$ cat config.mk
export PLATFORM = sky130hd
export DESIGN_NAME = gtd_ctrl
export DESIGN_NICKNAME = d
export VERILOG_FILES = /design/src/rtl/core/gtd_pkg.sv /design/src/rtl/core/gtd_ctrl.sv
export VERILOG_INCLUDE_DIRS = /design/src /design/src/rtl/core
export SDC_FILE = /design/constraint.sdc
export NUM_CORES = 1
export LEC_CHECK = 0
export BUFFER_PORTS_ARGS = -buffer_cell sky130_fd_sc_hd__buf_2
export CORE_AREA = 2 2 39 41
export CTS_CLUSTER_DIAMETER = 50
export DETAILED_ROUTE_END_ITERATION = 12
export DIE_AREA = 0 0 41 43
export PLACE_DENSITY = 0.52
export SLEW_MARGIN = 5
export SYNTH_ARGS = -nofsm -noshare
export SYNTH_HDL_FRONTEND = slang
export SYNTH_SLANG_ARGS = --single-unit
export TNS_END_PERCENT = 5
$ cat constraint.sdc
create_clock -name clk -period 3.7 [get_ports clk]
set_input_delay 0.37 -clock clk [delete_from_list [all_inputs] [get_ports clk]]
set_output_delay 0.37 -clock clk [all_outputs]
set_load 0.03 [all_outputs]
$ cat src/rtl/core/assert_macros.svh
// Assertion macros shared by the grid value learner modules.
`ifndef ASSERT_MACROS_SVH
`define ASSERT_MACROS_SVH

// Property checked on every rising clock edge outside reset.
`define ASSERT_CLK(label, prop, msg) \
	label: assert property (@(posedge clk) disable iff (!arst_n) prop) else $error(msg);

// Condition that must never hold outside reset.
`define ASSERT_NEVER(label, cond, msg) \
	label: assert property (@(posedge clk) disable iff (!arst_n) !(cond)) else $error(msg);

`endif

$ cat src/rtl/core/gtd_pkg.sv
// Shared types and constants for the grid TD(0) value learner.
`default_nettype none

package gtd_pkg;

	// Grid geometry: a cell index is {row, col}.
	localparam int ROW_W = 4;
	localparam int COL_W = 4;
	localparam int MAX_ROWS = 1 << ROW_W;
	localparam int MAX_COLS = 1 << COL_W;
	localparam int ADDR_W = ROW_W + COL_W;
	localparam int CELLS = MAX_ROWS * MAX_COLS;
	localparam int DIM_W = ROW_W + 1;

	// Fixed point: values Q16.16, factors Q0.16 with 1.0 included.
	localparam int VALUE_BITS = 32;
	localparam int FRAC_BITS = 16;
	localparam int FACTOR_W = FRAC_BITS + 1;
	localparam logic [FACTOR_W-1:0] FACTOR_ONE = FACTOR_W'(1 << FRAC_BITS);

	// Configuration port.
	localparam int CFG_IDX_W = 3;
	localparam int CFG_DATA_W = FACTOR_W;

	// Reset values of the configuration registers.
	localparam logic [DIM_W-1:0] RST_GRID_HEIGHT = DIM_W'(3);
	localparam logic [DIM_W-1:0] RST_GRID_WIDTH = DIM_W'(4);
	localparam logic [ROW_W-1:0] RST_GOAL_ROW = ROW_W'(2);
	localparam logic [COL_W-1:0] RST_GOAL_COL = COL_W'(3);
	localparam logic [FACTOR_W-1:0] RST_DISCOUNT = FACTOR_W'(58982);
	localparam logic [FACTOR_W-1:0] RST_LEARN_RATE = FACTOR_W'(655);

	typedef enum logic [1:0] {
		CMD_LOAD = 2'd0,
		CMD_STEP = 2'd1,
		CMD_READ = 2'd2,
		CMD_NOP  = 2'd3
	} cmd_code_t;

	typedef enum logic [1:0] {
		DIR_RIGHT = 2'd0,
		DIR_DOWN  = 2'd1,
		DIR_LEFT  = 2'd2,
		DIR_UP    = 2'd3
	} dir_t;

	typedef enum logic [CFG_IDX_W-1:0] {
		REG_GRID_HEIGHT = 3'd0,
		REG_GRID_WIDTH  = 3'd1,
		REG_GOAL_ROW    = 3'd2,
		REG_GOAL_COL    = 3'd3,
		REG_DISCOUNT    = 3'd4,
		REG_LEARN_RATE  = 3'd5
	} reg_idx_t;

	// Sequencer commands to the datapath, at most one per cycle.
	typedef struct packed {
		logic clear;
		logic accept;
		logic issue;
		logic select;
		logic delta;
		logic scale;
		logic finish;
	} gtd_cmd_t;

	// Datapath status seen by the sequencer.
	typedef struct packed {
		cmd_code_t op;
		logic      goal_hit;
		logic      clear_last;
	} gtd_stat_t;

endpackage

`default_nettype wire

$ cat src/rtl/core/gtd_ctrl.sv
// Sequencer for the grid value learner: walks each item through its steps.
`default_nettype none
`include "assert_macros.svh"

module gtd_ctrl (
	input  wire logic              clk,
	input  wire logic              arst_n,
	input  wire logic              in_valid,
	output logic                   in_ready,
	output logic                   out_valid,
	input  wire logic              out_ready,
	input  wire gtd_pkg::gtd_stat_t stat,
	output gtd_pkg::gtd_cmd_t      cmd
);
	import gtd_pkg::*;

	typedef enum logic [2:0] {
		ST_CLEAR,
		ST_IDLE,
		ST_ISSUE,
		ST_SELECT,
		ST_DELTA,
		ST_SCALE,
		ST_FINISH
	} state_t;

	state_t state_q;
	logic   out_valid_q;

	// Command decode; the result is loaded only when the output register is free.
	always_comb begin
		cmd = '0;
		in_ready = (state_q == ST_IDLE);
		cmd.clear = (state_q == ST_CLEAR);
		cmd.accept = in_ready && in_valid;
		cmd.issue = (state_q == ST_ISSUE);
		cmd.select = (state_q == ST_SELECT);
		cmd.delta = (state_q == ST_DELTA);
		cmd.scale = (state_q == ST_SCALE);
		cmd.finish = (state_q == ST_FINISH) && (!out_valid_q || out_ready);
	end

	assign out_valid = out_valid_q;

	// State and output valid flag.
	always_ff @(posedge clk or negedge arst_n) begin
		if (!arst_n) begin
			state_q <= ST_CLEAR;
			out_valid_q <= 1'b0;
		end else begin
			if (out_valid_q && out_ready) begin
				out_valid_q <= 1'b0;
			end
			if (cmd.finish) begin
				out_valid_q <= 1'b1;
			end
			case (state_q)
				// The tables are swept once after reset before any item is taken.
				ST_CLEAR: begin
					if (stat.clear_last) begin
						state_q <= ST_IDLE;
					end
				end
				ST_IDLE: begin
					if (cmd.accept) begin
						state_q <= ST_ISSUE;
					end
				end
				ST_ISSUE: begin
					if (stat.op == CMD_STEP && !stat.goal_hit) begin
						state_q <= ST_SELECT;
					end else begin
						state_q <= ST_FINISH;
					end
				end
				ST_SELECT: state_q <= ST_DELTA;
				ST_DELTA:  state_q <= ST_SCALE;
				ST_SCALE:  state_q <= ST_FINISH;
				ST_FINISH: begin
					if (cmd.finish) begin
						state_q <= ST_IDLE;
					end
				end
				default: state_q <= ST_IDLE;
			endcase
		end
	end

	`ASSERT_CLK(a_one_command, $onehot0(cmd), "more than one datapath command in a cycle")
	`ASSERT_CLK(a_accept_busy, in_valid && in_ready |=> !in_ready, "ready held after transfer")
	`ASSERT_CLK(a_finish_shows, cmd.finish |=> out_valid && in_ready, "finished item not presented")

endmodule

`default_nettype wire

==> flow_summary.toml <==
[detailed_routing]
route.vias.total = 350
drt-total-wl_um = 719
drt_iter0_drc = 3
drt.antenna.violating_nets = 0
iteration_count_of_the_initial_detailed_routing_pass = 4
route.detailed.drc = 0
per_cell_via_count_in_the_routed_design = 4.61
avgRoutedWirePerCell_um = 9.46

[layout]
diodes = 0
final_nets = 71
layout-area-overhead-vs-synth_pct = 32.2
drive_above_1_share_pct = 40.0

[sta]
max_slew.worst_pin.slew_ns = 0.380
setup_violation_total_in_the_final_timing_report = 0
finalClockSkew_ns = 0.000475
slew_margin_rel_pct = 74.7
post-route-period-util_pct = 47.3
finalSetupTns_ns = 0
slew_viol_final = 0
timing.fmax_mhz = 572
timing.final.crit_period_ns = 1.75
fin_hold_ws_ns = 0.421
final_hold_viol_count = 0
grt_setup_unrepaired = "no"

[worst_setup_path]
cp_cell_sequence = "or2_4 > nor2_1 > buf_2"
critical_path.startpoint_type = "register"
cell_with_the_biggest_individual_delay_on_the_critical_path = "dfrtp_1"
cp_buf_inv_count = 1
cp_max_fo = 12
worst_ep_required_time_ns = 3.33
arrival_ns = 1.38
cp-end-kind = "output pin"
worst_reg2reg_setup_slack_ns = 2.19
cp_top_family = "flip-flops"
max_stage_delay_ns = 0.50
crit_type = "reg -> out"

[global_route]
grtUsageTotal_pct = 9.19
globalRouteMet3Util_pct = 3.14
grt_start_max_net_pins = 13
grt_use_met1_pct = 10.8
grt-busiest-layer = "met2"
first_global_vias = 276
grt_remaining_overflow = 0
antenna_found_initial = 0
use_met2_pct = 12.5
grt_first_pass_wirelength_mm = 1.04

[yosys]
synth_top_area_share_pct = 28.3
yosys_most_used_dff = "dfrtp_1"
syn-num-nets = 51
synth-seq-cells = 4
synthDominantAreaCellType = "dfrtp_1"
mappedNetlistArea_um2 = 354
synth_async_sr_flop_share_pct = 100
post_synth_main_area_contributors = "dfrtp_1 (28%), nor2b_1 (5.3%), nor3b_4 (5.3%)"
netlist_instances = 42
yosysMostFrequentCell = "dfrtp_1"
total_of_warnings_raised_by_yosys = 0
synth_edf_count = 0
yosysSeqAreaShare_pct = 28.3
post_synth_num_cell_types = 24
syn-mean-instance-area_um2 = 8.43

[placed_design]
portBuffers = 16
gp_congestion = 0.660

[die]
placeableCoreArea_um2 = 1380
floorplan.die.width_um = 41
die_y_um = 43
die_footprint_um2 = 1760
floorplan.initialDensity_pct = 25.6
placementRows = 14
design.portCount = 17

[pwr]
ir_drop_mv = 0.186
cellPowerDensity_nw_per_um2 = 823
p_leak_nw = 0.241

[clock_tree]
tritoncts = "built"
ctsHtreeMaxLevel = 1
clk_path_buf_depth = 2
clock_insertion_delay_worst_skew_ns = 0.23
cts.sinks = 4
cts_buffers = 3
cts.clk_slew.worst_paths_ns = 0.04
clockRootBuffer = "clkbuf_4"
buffers_inserted_by_post_cts_timing_repair = 0

[hold_path]
min_path_type = "in -> reg"

[run_status]
status = "finished, final reports clean"

[run]
cap_viol_max_count = 0
==> where the power goes <==
group          internal, mW  total (mW)  leakage (nW)  switching, mW
combinational        0.0968       0.236         0.174          0.140
clock                0.0363      0.0546        0.0138         0.0183
sequential           0.0582      0.0943        0.0528         0.0361
total                 0.191       0.385         0.241          0.194
==> metal layers <==
layer	up-vias	part of all wire, %
met1	160	46
met3	0	3.2
li1	184	-
met2	6	51
met5	-	0
met4	0	0
==> state kept, by name (all words and copies together) (netlist names) <==
signal / count
out_valid: 1
state_q: 3
==> cells by family after synthesis <==
| kind of cell | after synthesis | synth area share [%] |
|---|---|---|
| fa+ha+maj | 1 | 3.53 |
| compound gates | 10 | 18.0 |
| flops | 4 | 28.3 |
| buf+inv | 5 | 8.48 |
| simple gates | 22 | 41.7 |
==> cell type report <==
class | instances | area [µm²]
Clock buffer | 3 | 22.5
Fill cell | 149 | 916
Inverter | 3 | 11.3
Multi-Input combinational cell | 33 | 224
Sequential cell | 4 | 100
Tap cell | 16 | 20.0
Timing Repair Buffer | 17 | 90.1
==> path summary, 6_finish.rpt <==
check | start | to | cells past startpoint
min | out_ready | out_valid$_DFFE_PN0P_ | 3
max in group asynchronous | arst_n | state_q[2]$_DFFE_PN0P_ | 2
min in group asynchronous | arst_n | out_valid$_DFFE_PN0P_ | 2
max | state_q[2]$_DFFE_PN0P_ | cmd[5] | 3
max reg2reg | state_q[1]$_DFFE_PN0P_ | state_q[0]$_DFFE_PN0P_ | 5
min reg2reg | out_valid$_DFFE_PN0P_ | out_valid$_DFFE_PN0P_ | 2
==> tightest hold or removal path: stages <==
cell and delay (ns):
buf_2 0.07, nand2b_1 0.11, nand2_1 0.06
==> cells in the final DEF (no fill, tap or decap), types with 2 or more instances in the layout <==
| cell | Yosys | routed |
|---|---|---|
| buf_2 | 0 | 16 |
| nor3b_1 | 2 | 2 |
| nor2b_1 | 3 | 3 |
| dfrtp_1 | 4 | 4 |
| o21ai_0 | 3 | 3 |
| inv_1 | 3 | 3 |
| nor3_1 | 2 | 2 |
| nand2b_1 | 2 | 2 |
| nor2_1 | 3 | 3 |
| a21oi_1 | 3 | 3 |
| clkbuf_4 | 1 | 3 |
| nand2_1 | 3 | 3 |
==> metrics by stage <==
step / setup slack (ns) / utilization, % / total power, mW / std cells / instance area [µm²]
2_1_floorplan: 2.04 / - / 0.292 / 42 / 354
3_3_place_gp: 2.19 / 31.5 / 0.333 / 72 / 435
3_5_place_dp: 2.20 / 31.5 / 0.331 / 72 / 435
4_1_cts: 1.94 / 33.8 / 0.388 / 76 / 468
5_1_grt: 1.89 / 33.8 / 0.411 / 76 / 468
6_report: 1.95 / 33.8 / 0.385 / 76 / 468
==> what timing repair did <==
action / 4_1_cts / 5_1_grt
endpoints found under the hold margin: 4 / 0
hold buffers: 1 / 0
gates resized for setup: 0 / 0
setup endpoints to repair: 0 / 0
Power figures use the tool's default switching activity.
